### src/sla_pkg.sv
// package for sequence_local_alignment: constants, codes and beat types
// no dependencies
package sla_pkg;
  localparam int MAX_LEN = 32;
  localparam int SYMBOL_BITS = 8;
  localparam int SYM_W = SYMBOL_BITS;
  localparam int CNT_W = $clog2(MAX_LEN + 1);
  localparam int IDX_W = $clog2(MAX_LEN);
  localparam int DIM = MAX_LEN + 1;
  localparam int DIM_W = $clog2(DIM);
  localparam int CELL_W = $clog2(DIM * DIM);
  localparam int SCORE_W = 16;

  localparam logic [1:0] FUNC_A = 2'd0;
  localparam logic [1:0] FUNC_B = 2'd1;
  localparam logic [1:0] FUNC_ALIGN = 2'd2;

  localparam logic [1:0] ST_PAIR = 2'd0;
  localparam logic [1:0] ST_NONE = 2'd1;
  localparam logic [1:0] ST_EMPTY = 2'd2;

  localparam logic [1:0] DIR_NONE = 2'd0;
  localparam logic [1:0] DIR_LEFT = 2'd1;
  localparam logic [1:0] DIR_DIAG = 2'd2;
  localparam logic [1:0] DIR_TOP = 2'd3;

  localparam logic [1:0] REG_MATCH = 2'd0;
  localparam logic [1:0] REG_MISMATCH = 2'd1;
  localparam logic [1:0] REG_GAP = 2'd2;

  typedef struct packed {
    logic [1:0] func;
    logic [7:0] symbol;
  } in_beat_t;

  typedef struct packed {
    logic [1:0] status;
    logic [7:0] a_symbol;
    logic [4:0] a_index;
    logic [4:0] b_index;
    logic [5:0] pair_count;
    logic last;
  } out_beat_t;
endpackage

### src/sla_if.sv
// valid/ready channel interfaces for sequence_local_alignment
// depends on sla_pkg
interface sla_in_if import sla_pkg::*; ();
  logic valid;
  logic ready;
  in_beat_t data;
  modport source(output valid, output data, input ready);
  modport sink(input valid, input data, output ready);
endinterface

interface sla_out_if import sla_pkg::*; ();
  logic valid;
  logic ready;
  out_beat_t data;
  modport source(output valid, output data, input ready);
  modport sink(input valid, input data, output ready);
endinterface

### src/sla_cell.sv
// cell update of the score grid: max of left, diagonal, top with tie order
// depends on sla_pkg
module sla_cell import sla_pkg::*; (
  input  logic signed [SCORE_W-1:0] left,
  input  logic signed [SCORE_W-1:0] diag,
  input  logic signed [SCORE_W-1:0] top,
  input  logic                      same,
  input  logic signed [7:0]         match_score,
  input  logic signed [7:0]         mismatch_score,
  input  logic signed [7:0]         gap_score,
  output logic signed [SCORE_W-1:0] score,
  output logic [1:0]                dir
);
  logic signed [SCORE_W-1:0] l, d, t;
  always_comb begin
    l = left + SCORE_W'(gap_score);
    t = top + SCORE_W'(gap_score);
    d = diag + (same ? SCORE_W'(match_score) : SCORE_W'(mismatch_score));
    score = l;
    dir = DIR_LEFT;
    if (d >= score) begin
      score = d;
      dir = DIR_DIAG;
    end
    if (t >= score) begin
      score = t;
      dir = DIR_TOP;
    end
  end
endmodule

### src/sequence_local_alignment.sv
// top level of sequence_local_alignment: load, grid fill, traceback, output
// depends on sla_pkg, sla_if, sla_cell
// Load beats (func 0 or 1) store a symbol in the A or B memory; symbols
// beyond MAX_LEN are dropped. An align beat fills the score grid one cell
// per cycle in row-major order: the left neighbor comes from a register, the
// top and diagonal from a one-row buffer of scores (column zero is always
// zero and is not stored), so the grid memory holds only directions for
// traceback. The running maximum is kept as cells are written (border zeros
// included, last maximum wins). After the fill, traceback steps through the
// direction memory (registered read: a read state and a wait state per step)
// until it sees the border, collecting pairs in a pair memory. Output emits
// them oldest-first; each result beat goes through pair read, symbol read and
// send, and a beat is only sent once the sink has taken the one before.
// Empty sequences give one status beat at once. No new input beat is taken
// until the last result beat of an align has gone.
module sequence_local_alignment import sla_pkg::*; (
  input  logic        clk,
  input  logic        rst,
  sla_in_if.sink      in_ch,
  sla_out_if.source   out_ch,
  input  logic        cfg_we,
  input  logic [1:0]  cfg_index,
  input  logic [7:0]  cfg_data
);
  localparam logic [2:0] S_IDLE = 3'd0;
  localparam logic [2:0] S_FILL = 3'd1;
  localparam logic [2:0] S_TRACE = 3'd2;
  localparam logic [2:0] S_TWAIT = 3'd3;
  localparam logic [2:0] S_EMIT = 3'd4;
  localparam logic [2:0] S_ERD = 3'd5;
  localparam logic [2:0] S_ESYM = 3'd6;

  logic [2:0] state;
  logic signed [7:0] match_score, mismatch_score, gap_score;
  logic [CNT_W-1:0] a_count, b_count;

  // sequence memories
  logic [SYM_W-1:0] a_mem [MAX_LEN];
  logic [SYM_W-1:0] b_mem [MAX_LEN];
  logic [SYM_W-1:0] a_rd, b_rd, a_sym_rd;
  logic [IDX_W-1:0] a_addr, b_addr;
  // direction memory
  logic [1:0] dir_mem [DIM*DIM];
  logic [1:0] dir_rd;
  logic [CELL_W-1:0] dir_waddr, dir_raddr;
  logic dir_we;
  logic [1:0] dir_wdata;
  // pair memory
  logic [2*IDX_W-1:0] pair_mem [MAX_LEN];
  logic [2*IDX_W-1:0] pair_rd;

  // fill counters
  logic [DIM_W-1:0] fi, fj;
  // previous row scores for columns 1..MAX_LEN
  logic signed [SCORE_W-1:0] row_buf [MAX_LEN];
  logic signed [SCORE_W-1:0] left_s, diag_s;
  logic signed [SCORE_W-1:0] best_val, cell_s;
  logic [DIM_W-1:0] best_h, best_w;
  logic [1:0] cell_d;
  logic [DIM_W-1:0] h, w;
  logic [CNT_W-1:0] n, k;
  logic out_valid;
  out_beat_t out_q;

  wire accept = in_ch.valid && in_ch.ready;
  assign in_ch.ready = (state == S_IDLE) && !out_valid;
  assign out_ch.valid = out_valid;
  assign out_ch.data = out_q;

  // fill stage: memory reads of a[fi-1], b[fj-1] are issued one cell ahead
  wire border = (fi == '0) || (fj == '0);
  wire [IDX_W-1:0] col_idx = IDX_W'(fj - 1'b1);
  sla_cell u_cell (
    .left(left_s), .diag(diag_s), .top(row_buf[col_idx]), .same(a_rd == b_rd),
    .match_score(match_score), .mismatch_score(mismatch_score),
    .gap_score(gap_score), .score(cell_s), .dir(cell_d)
  );
  wire signed [SCORE_W-1:0] new_s = border ? '0 : cell_s;
  wire last_col = (fj == DIM_W'(b_count));
  wire last_row = (fi == DIM_W'(a_count));
  logic [DIM_W-1:0] ni, nj;
  always_comb begin
    nj = last_col ? '0 : fj + 1'b1;
    ni = last_col ? fi + 1'b1 : fi;
  end
  always_comb begin
    a_addr = IDX_W'(a_count);
    b_addr = IDX_W'(b_count);
    if (state == S_IDLE) begin
      a_addr = '0;
      b_addr = '0;
    end else if (state == S_FILL) begin
      a_addr = IDX_W'(ni - 1'b1);
      b_addr = IDX_W'(nj - 1'b1);
    end else if (state == S_EMIT || state == S_ERD || state == S_ESYM) begin
      a_addr = pair_rd[2*IDX_W-1:IDX_W];
    end
  end

  always_comb begin
    dir_we = (state == S_FILL);
    dir_waddr = CELL_W'(fi * DIM + fj);
    dir_wdata = border ? DIR_NONE : cell_d;
    dir_raddr = CELL_W'(h * DIM + w);
  end

  always_ff @(posedge clk) begin
    if (accept && in_ch.data.func == FUNC_A && a_count < CNT_W'(MAX_LEN))
      a_mem[IDX_W'(a_count)] <= in_ch.data.symbol;
    if (accept && in_ch.data.func == FUNC_B && b_count < CNT_W'(MAX_LEN))
      b_mem[IDX_W'(b_count)] <= in_ch.data.symbol;
    a_rd <= a_mem[a_addr];
    b_rd <= b_mem[b_addr];
    a_sym_rd <= a_mem[a_addr];
    if (dir_we) dir_mem[dir_waddr] <= dir_wdata;
    dir_rd <= dir_mem[dir_raddr];
    if (state == S_TWAIT && dir_rd == DIR_DIAG && n < CNT_W'(MAX_LEN))
      pair_mem[IDX_W'(n)] <= {IDX_W'(h - 1'b1), IDX_W'(w - 1'b1)};
    pair_rd <= pair_mem[IDX_W'(n - 1'b1 - k)];
  end

  always_ff @(posedge clk) begin
    if (rst) begin
      state <= S_IDLE;
      match_score <= 8'sd1;
      mismatch_score <= -8'sd1;
      gap_score <= 8'sd0;
      a_count <= '0;
      b_count <= '0;
      out_valid <= 1'b0;
    end else begin
      if (cfg_we) begin
        unique case (cfg_index)
          REG_MATCH: match_score <= cfg_data;
          REG_MISMATCH: mismatch_score <= cfg_data;
          REG_GAP: gap_score <= cfg_data;
          default: ;
        endcase
      end
      if (out_valid && out_ch.ready) out_valid <= 1'b0;
      unique case (state)
        S_IDLE: begin
          if (accept) begin
            if (in_ch.data.func == FUNC_A && a_count < CNT_W'(MAX_LEN))
              a_count <= a_count + 1'b1;
            if (in_ch.data.func == FUNC_B && b_count < CNT_W'(MAX_LEN))
              b_count <= b_count + 1'b1;
            if (in_ch.data.func == FUNC_ALIGN) begin
              if (a_count == '0 || b_count == '0) begin
                out_valid <= 1'b1;
                out_q <= '{ST_EMPTY, 8'd0, 5'd0, 5'd0, 6'd0, 1'b1};
                a_count <= '0;
                b_count <= '0;
              end else begin
                state <= S_FILL;
                fi <= '0;
                fj <= '0;
                best_val <= 16'sh8000;
              end
            end
          end
        end
        S_FILL: begin
          // old value of this column is the diagonal of the next cell
          if (fj != '0) row_buf[col_idx] <= new_s;
          diag_s <= (fj == '0) ? '0 : row_buf[col_idx];
          left_s <= new_s;
          if (new_s >= best_val) begin
            best_val <= new_s;
            best_h <= fi;
            best_w <= fj;
          end
          fi <= ni;
          fj <= nj;
          if (last_col && last_row) begin
            state <= S_TRACE;
            n <= '0;
            if (new_s >= best_val) begin
              h <= fi;
              w <= fj;
            end else begin
              h <= best_h;
              w <= best_w;
            end
          end
        end
        S_TRACE: begin
          // dir read issued this cycle from h,w
          if (h == '0 || w == '0) begin
            k <= '0;
            if (n == '0) begin
              out_valid <= 1'b1;
              out_q <= '{ST_NONE, 8'd0, 5'd0, 5'd0, 6'd0, 1'b1};
              state <= S_IDLE;
              a_count <= '0;
              b_count <= '0;
            end else begin
              state <= S_ERD;
            end
          end else begin
            state <= S_TWAIT;
          end
        end
        S_TWAIT: begin
          case (dir_rd)
            DIR_LEFT: w <= w - 1'b1;
            DIR_TOP: h <= h - 1'b1;
            default: begin
              if (n < CNT_W'(MAX_LEN)) n <= n + 1'b1;
              h <= h - 1'b1;
              w <= w - 1'b1;
            end
          endcase
          state <= S_TRACE;
        end
        S_ERD: begin
          // pair read for index k issued this cycle
          state <= S_ESYM;
        end
        S_ESYM: begin
          // pair_rd valid now; symbol read issued this cycle
          state <= S_EMIT;
        end
        S_EMIT: begin
          if (!out_valid) begin
            out_valid <= 1'b1;
            out_q <= '{ST_PAIR, a_sym_rd, 5'(pair_rd[2*IDX_W-1:IDX_W]),
                       5'(pair_rd[IDX_W-1:0]), 6'(n), (k == n - 1'b1)};
            if (k == n - 1'b1) begin
              state <= S_IDLE;
              a_count <= '0;
              b_count <= '0;
            end else begin
              k <= k + 1'b1;
              state <= S_ERD;
            end
          end
        end
        default: state <= S_IDLE;
      endcase
    end
  end
endmodule

### src/flat_wrapper.sv
// flat-port wrapper written by rule: the top's interface ports become plain ports
module sequence_local_alignment_flat import sla_pkg::*;
  (clk, rst, cfg_we, cfg_index, cfg_data, in_ch_valid, in_ch_data, in_ch_ready, out_ch_valid, out_ch_data, out_ch_ready);
  sla_in_if in_ch_i ();
  sla_out_if out_ch_i ();
  input  logic clk;
  input  logic rst;
  input  logic cfg_we;
  input  logic [1:0] cfg_index;
  input  logic [7:0] cfg_data;
  input wire logic [$bits(in_ch_i.valid)-1:0] in_ch_valid;
  input wire logic [$bits(in_ch_i.data)-1:0] in_ch_data;
  output wire logic [$bits(in_ch_i.ready)-1:0] in_ch_ready;
  output wire logic [$bits(out_ch_i.valid)-1:0] out_ch_valid;
  output wire logic [$bits(out_ch_i.data)-1:0] out_ch_data;
  input wire logic [$bits(out_ch_i.ready)-1:0] out_ch_ready;
  assign in_ch_i.valid = in_ch_valid;
  assign in_ch_i.data = in_ch_data;
  assign in_ch_ready = in_ch_i.ready;
  assign out_ch_valid = out_ch_i.valid;
  assign out_ch_data = out_ch_i.data;
  assign out_ch_i.ready = out_ch_ready;
  sequence_local_alignment u_core (.clk(clk), .rst(rst), .in_ch(in_ch_i), .out_ch(out_ch_i), .cfg_we(cfg_we), .cfg_index(cfg_index), .cfg_data(cfg_data));
endmodule
### config.mk
export PLATFORM = sky130hd
export DESIGN_NAME = sequence_local_alignment_flat
export DESIGN_NICKNAME = d
export VERILOG_FILES = /design/src/sla_pkg.sv /design/src/sla_if.sv /design/src/sla_cell.sv /design/src/sequence_local_alignment.sv /design/src/flat_wrapper.sv
export SDC_FILE = /design/constraint.sdc
export NUM_CORES = 2
export LEC_CHECK = 0
export ABC_AREA = 1
export BUFFER_PORTS_ARGS = -buffer_cell sky130_fd_sc_hd__buf_4
export CORE_UTILIZATION = 50
export CTS_BUF_LIST = sky130_fd_sc_hd__clkbuf_4
export DETAILED_ROUTE_END_ITERATION = 10
export HOLD_SLACK_MARGIN = 0.06
export PLACE_DENSITY = 0.67
export SETUP_SLACK_MARGIN = 0.02
export SLEW_MARGIN = 30
export SYNTH_ARGS = -nofsm -noshare
export SYNTH_HDL_FRONTEND = slang
export SYNTH_SLANG_ARGS = --single-unit
### constraint.sdc
create_clock -name clk -period 45.5 [get_ports clk]
set_input_delay 2.275 -clock clk [delete_from_list [all_inputs] [get_ports clk]]
set_output_delay 2.275 -clock clk [all_outputs]
set_load 0.05 [all_outputs]
## After elaboration in Yosys (flattened, before gate mapping)

Memories as Yosys holds them, arrays and structs flattened. A register that Yosys moved wholly into a read port is not among the register bits.
Index checks and enable logic that the tools add are counted.
W data, S select, Z words.

| cells by class | value |
|---|---|
| reduce and logical (&&, ||, !) cells | 47 |
| eq/ne operators | 32 |
| magnitude comparators | 6 |
| multiply operators | 2 |
| bitwise logic cells | 1 |
| add/sub/neg operators | 18 |
| multiplexer cells | 90 |

Operators by type and width:

| operator | count |
|---|---|
| $mux W6 | 29 |
| $mux W27 | 6 |
| $mux W16 | 8 |
| $pmux W27 S3 | 1 |
| $pmux W6 S2 | 6 |
| $ge A16 B16 Y1 | 3 |
| $logic_not A6 Y1 | 7 |
| $add A6 B1 Y6 const B | 6 |
| $pmux W6 S3 | 2 |
| $add A16 B8 Y16 | 2 |
| $pmux W16 S2 | 1 |
| $mux W5 | 5 |
| $mux W3 | 8 |
| $ne A2 B2 Y1 const B | 12 |
| $add A11 B6 Y11 | 2 |
| $mul A6 B6 Y11 const B | 2 |
| $pmux W3 S7 | 1 |
| $reduce_and A5 Y1 | 4 |
| $mux W1 | 19 |
| $eq A6 B6 Y1 | 3 |
| $lt A6 B6 Y1 const B | 3 |
| $sub A6 B1 Y6 const B | 3 |
| $add A16 B16 Y16 | 1 |
| $sub A5 B1 Y5 const B | 3 |
| 24 further kinds | 59 |

| word-level totals | value |
|---|---|
| input port bits | 25 |
| memories kept | 5 |
| logic and storage cells | 225 |
| register bits after elaboration | 163 |
| memory bits (writable) | 3522 |

Memory list:

| name | depth | width | read ports | clocked after memory_dff | write ports | RTL line | source |
|---|---|---|---|---|---|---|---|
| u_core.dir_mem | 1089 | 2 | 1 | 1 | 1 | sequence_local_alignment.sv:43 | `logic [1:0] dir_mem [DIM*DIM];` |
| u_core.row_buf | 32 | 16 | 1 | 0 | 1 | sequence_local_alignment.sv:55 | `logic signed [SCORE_W-1:0] row_buf [MAX_LEN];` |
| u_core.pair_mem | 32 | 10 | 1 | 1 | 1 | sequence_local_alignment.sv:49 | `logic [2*IDX_W-1:0] pair_mem [MAX_LEN];` |
| u_core.a_mem | 32 | 8 | 1 | 1 | 1 | sequence_local_alignment.sv:38 | `logic [SYM_W-1:0] a_mem [MAX_LEN];` |
| u_core.b_mem | 32 | 8 | 1 | 1 | 1 | sequence_local_alignment.sv:39 | `logic [SYM_W-1:0] b_mem [MAX_LEN];` |

## Logic depth before layout (Yosys ltp)

| depth | value |
|---|---|
| word-level depth | 12 |
| depth in mapped cells | 61 |
| mapped depth without buffers | 58 |

## Hierarchy

Synthesis repeated with hierarchy kept, for this count alone.

| unflattened totals | value |
|---|---|
| cells, all modules | 14787 |
| area, all modules | 160734.2 um2 |

Modules (own cells, without submodules):

| module | cells each | area an instance (um2) | times used |
|---|---|---|---|
| sequence_local_alignment | 14238 | 157273.3 | 1 |
| sla_cell | 549 | 3460.8 | 1 |

## Worst setup path after synthesis

Ideal clock, no wire load.

| timing path | value |
|---|---|
| path kind | reg2reg |
| start point | register u_core.fj[0] |
| end point | memory u_core.dir_mem[0][1] (data pin) |
| clock period less this slack | 40.301 ns |
| path buffers | 8 |
| data required time | 39.461 ns |
| slack | 5.199 ns |
| data arrival time | 34.262 ns |
| setup time | 6.039 ns |
| stages on the path, launching flop included | 37 |
| path through | edfxtp_1 > buf_2 > inv_4 > clkbuf_1 > clkbuf_1 > clkbuf_1 > ha_1 > inv_1 > clkbuf_1 > clkbuf_1 > clkbuf_1 > nor2_1 > o21ai_0 > a21oi_1 > nor2_1 > nand4_1 > ha_1 > fa_1 > nand3_1 > nand2_1 > nand3_1 > nand4_1 > nand2_1 > inv_1 > o21ai_0 > nand2_1 > xor2_1 > inv_1 > ha_1 > nand2_1 > nor2_1 > a211oi_1 > o211ai_1 > nand3_1 > inv_1 > buf_1 > a21oi_1 |

| on the way | value |
|---|---|
| word-level cells in the longest chain between the ends | 6 |
| elaborated cells on any way between the ends | 8 |

Ends and longest elaborated chain:

| what | RTL line | source |
|---|---|---|
| start, declared | sequence_local_alignment.sv:53 | `logic [DIM_W-1:0] fi, fj;` |
| start signal, assigned | sequence_local_alignment.sv:174 | `fj <= nj;` |
| $sub A5 B1 Y5 | sequence_local_alignment.sv:72 | `wire [IDX_W-1:0] col_idx = IDX_W'(fj - 1'b1);` |
| $mem_v2 Z32 W16 | - |  |
| net u_core.u_cell.top[0] | sla_cell.sv:6 | `input logic signed [SCORE_W-1:0] top,` |
| $add A16 B8 Y16 | sla_cell.sv:17 | `t = top + SCORE_W'(gap_score);` |
| $ge A16 B16 Y1 | sla_cell.sv:25 | `if (t >= score) begin` |
| $mux W2 | sla_cell.sv:25 |  |
| $mux W2 | sequence_local_alignment.sv:103 | `dir_wdata = border ? DIR_NONE : cell_d;` |
| net u_core.dir_wdata[1] | sequence_local_alignment.sv:47 | `logic [1:0] dir_wdata;` |
| end, declared | sequence_local_alignment.sv:43 |  |

The timed path passes the listed nets, and every way through them passes these cells.

## Worst setup path after layout

| timing path | value |
|---|---|
| start point | register u_core.a_rd[4] (netlist name) |
| end point | register u_core.best_val[1] (enable) |

| on the way | value |
|---|---|
| word-level cells in the longest chain between the ends | 11 |

Ends and longest elaborated chain:

| what | RTL line | source |
|---|---|---|
| $eq A8 B8 Y1 * | sequence_local_alignment.sv:74 | `.left(left_s), .diag(diag_s), .top(row_buf[col_idx]), .same(a_rd == b_rd),` |
| $mux W16 * | sla_cell.sv:18 | `d = diag + (same ? SCORE_W'(match_score) : SCORE_W'(mismatch_score));` |
| $add A16 B16 Y16 * | sla_cell.sv:18 |  |
| $ge A16 B16 Y1 | sla_cell.sv:21 | `if (d >= score) begin` |
| $mux W16 * | sla_cell.sv:21 |  |
| $ge A16 B16 Y1 | sla_cell.sv:25 |  |
| $mux W16 * | sla_cell.sv:25 |  |
| $mux W16 * | sequence_local_alignment.sv:78 | `wire signed [SCORE_W-1:0] new_s = border ? '0 : cell_s;` |
| net u_core.new_s[3] | sequence_local_alignment.sv:78 |  |
| $ge A16 B16 Y1 * | sequence_local_alignment.sv:168 | `if (new_s >= best_val) begin` |
| $ne A2 B2 Y1 (no source line) * | - |  |
| $reduce_and A6 Y1 (no source line) * | - |  |
| end signal, assigned | sequence_local_alignment.sv:169 | `best_val <= new_s;` |
| end, declared | sequence_local_alignment.sv:57 | `logic signed [SCORE_W-1:0] best_val, cell_s;` |

The timed path passes the listed nets; every way through them passes the cells marked *.
A chain may end at the register's enable or synchronous reset.

==> metrics <==
Synth cell types=59; Slew Viols, Final=0; CTS Buf Count=between 900 and 1k; largest family of logic cells by synthesized area=simple AND/OR/NAND/NOR gates; Std-Cell Rows=207; wire length of the first global-routing pass=651000 um; critical path peak fanout=34; Pwr Density=42.1 nW/um^2; Yosys reg bits=roughly 3.7k; setup slack, reg-to-reg=around 33 ns; worst slew pin tran=about 1.1 ns; Post-Synth XOR/XNOR Area=less than 1%; number of synthesized flops with an enable pin=between 3k and 4k; pin count of the biggest net entering global routing=227; Synth Area in Compound Gates=~4%; Reg-to-Reg Start=u_core.a_rd[4]$_DFF_P_; setup TNS=0 ns; Detailed Routing Iterations Pass 1=7; CP Capture Point=u_core.best_val[1]$_SDFFCE_PN0P_; Crit Reg-Reg Endpoint=u_core.best_val[1]$_SDFFCE_PN0P_; Placed Area=165000 sq um; # Max-Cap Violations=0; Die Y=568 um; synthesis-to-finish area growth=9.99%; ranking of synthesized cells by area=edfxtp_1 68%, nand2_1 7.5%, nand3_1 7.1%; Pleak=62.9 nW; layout cells sized above 1=12.2%; design area=176000 sq um; crit path max-delay cell type=inv_1; status=completed; final hold vios=0; cells after synthesis=around 15k; Clk pin slew, worst setup/hold paths=about 0.06 ns; clock sink total=3713; hold buffer count at CTS=0; Critical path origin=u_core.a_rd[4]$_DFF_P_; Post-Synth Adder-Cell Area=1.31%; Simple-Gate Fraction of Synth Area=a little over a fifth; most frequent cells in the layout=3645 x edfxtp_1, 3185 x nand2_1, 2290 x nand3_1, 2228 x nor2_1, 1321 x clkbuf_4; total die area=~320000 sq um; Worst Hold Class=reg -> reg; reg2reg path depth=48; VDD IR max=around 0.036 mV; number of global-route vias before repair=roughly 110k; Resized cells post-CTS=0; Setup Fix Bufs, Post-CTS=0; Critical Path Max Stage Delay=between 0.7 and 0.8 ns; H-Tree Depth=6; final period utilization=between 20% and 30%; Critical Path Most Common Cell=nand2_1; area fraction of the dominant cell type after synthesis=68.2%; Final Skew=between 0.15 and 0.2 ns; mux cell area share after synthesis=less than 1%; antenna violations before repair=15; Crit. End Element=flop; Detail Placement HPWL=232000 um; Avg Vias per Cell=5.71; starting density of the core=just over 50%; CP Class=reg -> reg; DR DRC count=0; Core Area=319000 sq um; Wirelength per Cell=around 22 um; Clk Latency, worst-skew pair=1.68 ns; Final nets=between 15k and 20k; Total Wirelength=437000 um; synth warn=0; io pins=54; Root Driver=clkbuf_4; Post-synth top flop=edfxtp_1; RSZ-0062 raised after global routing=no; Synth async-reset ratio=0%; Post-Syn Area per Cell=10.9 sq um; required time worst endpoint=46.71 ns; Synth Cell Area=around 160000 sq um; Remaining Overflow, GRT=0; relative slew slack=24.4%; GPL Wtd Cong=a little under 0.9; Antenna Violating Nets Remaining=0; top cell type by total area after synthesis=edfxtp_1; Syn Nets=14.9k; # port buffers=53; CTS tree=built; DR iter-0 viols=13.0k; most common cell after layout, fill and taps aside=edfxtp_1; crit path DAT=13.44 ns; Die W=approximately 570 um; Worst Hold Launch=u_core.match_score[1]$_SDFFE_PP0P_; Max Root-Sink Buffers=4; register area share after synthesis=69.1%; Startpoint Class=flop; Period minus WS final=about 12 ns; All-Layer GR Usage=around a quarter; final setup fails=0; Fmax achieved=81.8 MHz; via count=113k
==> how the worst min path moves through the flow <==
| stage | to | depth (start not counted) |
|---|---|---|
| floorplan | u_core.match_score[0]$_SDFFE_PP1P_ | 2 |
| global placement | u_core.match_score[1]$_SDFFE_PP0P_ | 2 |
| detailed placement | u_core.match_score[1]$_SDFFE_PP0P_ | 2 |
| CTS | u_core.match_score[1]$_SDFFE_PP0P_ | 2 |
| global route | u_core.match_score[1]$_SDFFE_PP0P_ | 2 |
| finish | u_core.match_score[1]$_SDFFE_PP0P_ | 2 |
==> worst max-delay path: cells and delay by family (launching register included) <==
| kind | cells | cell delay [ns] |
|---|---|---|
| multiplexers | 1 | 0.36 |
| AND/OR/NAND/NOR | 26 | 4.06 |
| XOR/XNOR | 2 | 0.34 |
| flip-flops | 1 | 0.36 |
| AO/OA/AOI/OAI | 11 | 2.24 |
| adder cells (fa/ha/maj) | 4 | 1.64 |
| buffers and inverters | 4 | 2.72 |
==> Yosys cell counts (10+ instances only) <==
master and number:
nand4_1 56, buf_2 225, and2_1 14, inv_1 493
o21ai_0 558, nor3_1 36, xor2_1 63, ha_1 158
inv_2 13, o32ai_1 80, nand3b_1 109, a22oi_1 10
or2_2 14, o22ai_1 49, buf_1 90, edfxtp_1 3645
clkinv_1 10, dfxtp_1 68, xnor2_1 32, nor2_1 2270
o211ai_1 38, mux2_2 46, a21oi_1 339, nand2_2 28
nand2_1 3195, nand3_1 2291, clkbuf_1 660
==> state kept, by name, indices dropped and copies added (netlist names), 8 cells and up <==
name                   cells
u_core.a_mem             256
u_core.a_rd                8
u_core.b_mem             256
u_core.b_rd                8
u_core.best_val           16
u_core.diag_s             16
u_core.dir_mem          2178
u_core.gap_score           8
u_core.left_s             16
u_core.match_score         8
u_core.mismatch_score      8
u_core.out_ch.data        27
u_core.pair_mem          320
u_core.pair_rd            10
u_core.row_buf           512
==> area by class of cell <==
| class | instances | area (sq um) |
|---|---|---|
| fillers | 27000 | 142000 |
| diodes | 8 | 20.0 |
| clock buffers | 1321 | 9920 |
| repair buffers | 285 | 2470 |
| clock inverters | 292 | 1600 |
| well taps | 4180 | 5230 |
| inverters | 517 | 1980 |
| multi-input cells | 9476 | 44400 |
| flip-flops and latches | 3713 | 111000 |
==> cells by family after synthesis <==
family	after synthesis
xor+xnor	99
simple gates	8041
buf+inv	1495
mux	46
fa+ha+maj	164
flops	3713
compound gates	1126
==> metal layers <==
layer / part of all wire (%) / global-route usage (%) / wire [um] / vias up
met5: 0.024 / 0 / 103 / -
met4: 3.7 / 10.3 / 16100 / 14
met3: 9.9 / 5.54 / 43300 / 939
met2: 47 / 42.4 / 205000 / 5509
met1: 40 / 35.4 / 173000 / 54300
li1: - / - / - / 52200
==> where the power goes <==
part	switching (W)	internal [W]
combinational	0.000483	0.0000814
clock	0.00136	0.00137
sequential	0.00000288	0.00413
total	0.00184	0.00558
==> per-stage QoR <==
stage / worst slack, ns / hold WS (ns) / total power [W] / utilization, % / std cells
after global placement: 33.79 / 0.449 / 0.00476 / 51.6 / 18200
after floorplan: 5.20 / 0.425 / 0.00507 / - / 14700
after CTS: 33.67 / 0.459 / 0.00745 / 55.3 / 19800
after detailed placement: 33.83 / 0.450 / 0.00476 / 51.7 / 18200
after global routing: 32.13 / 0.489 / 0.00769 / 55.4 / 19800
final: 33.27 / 0.455 / 0.00742 / 55.4 / 19800
No activity file was read; power rests on OpenSTA's default activity.
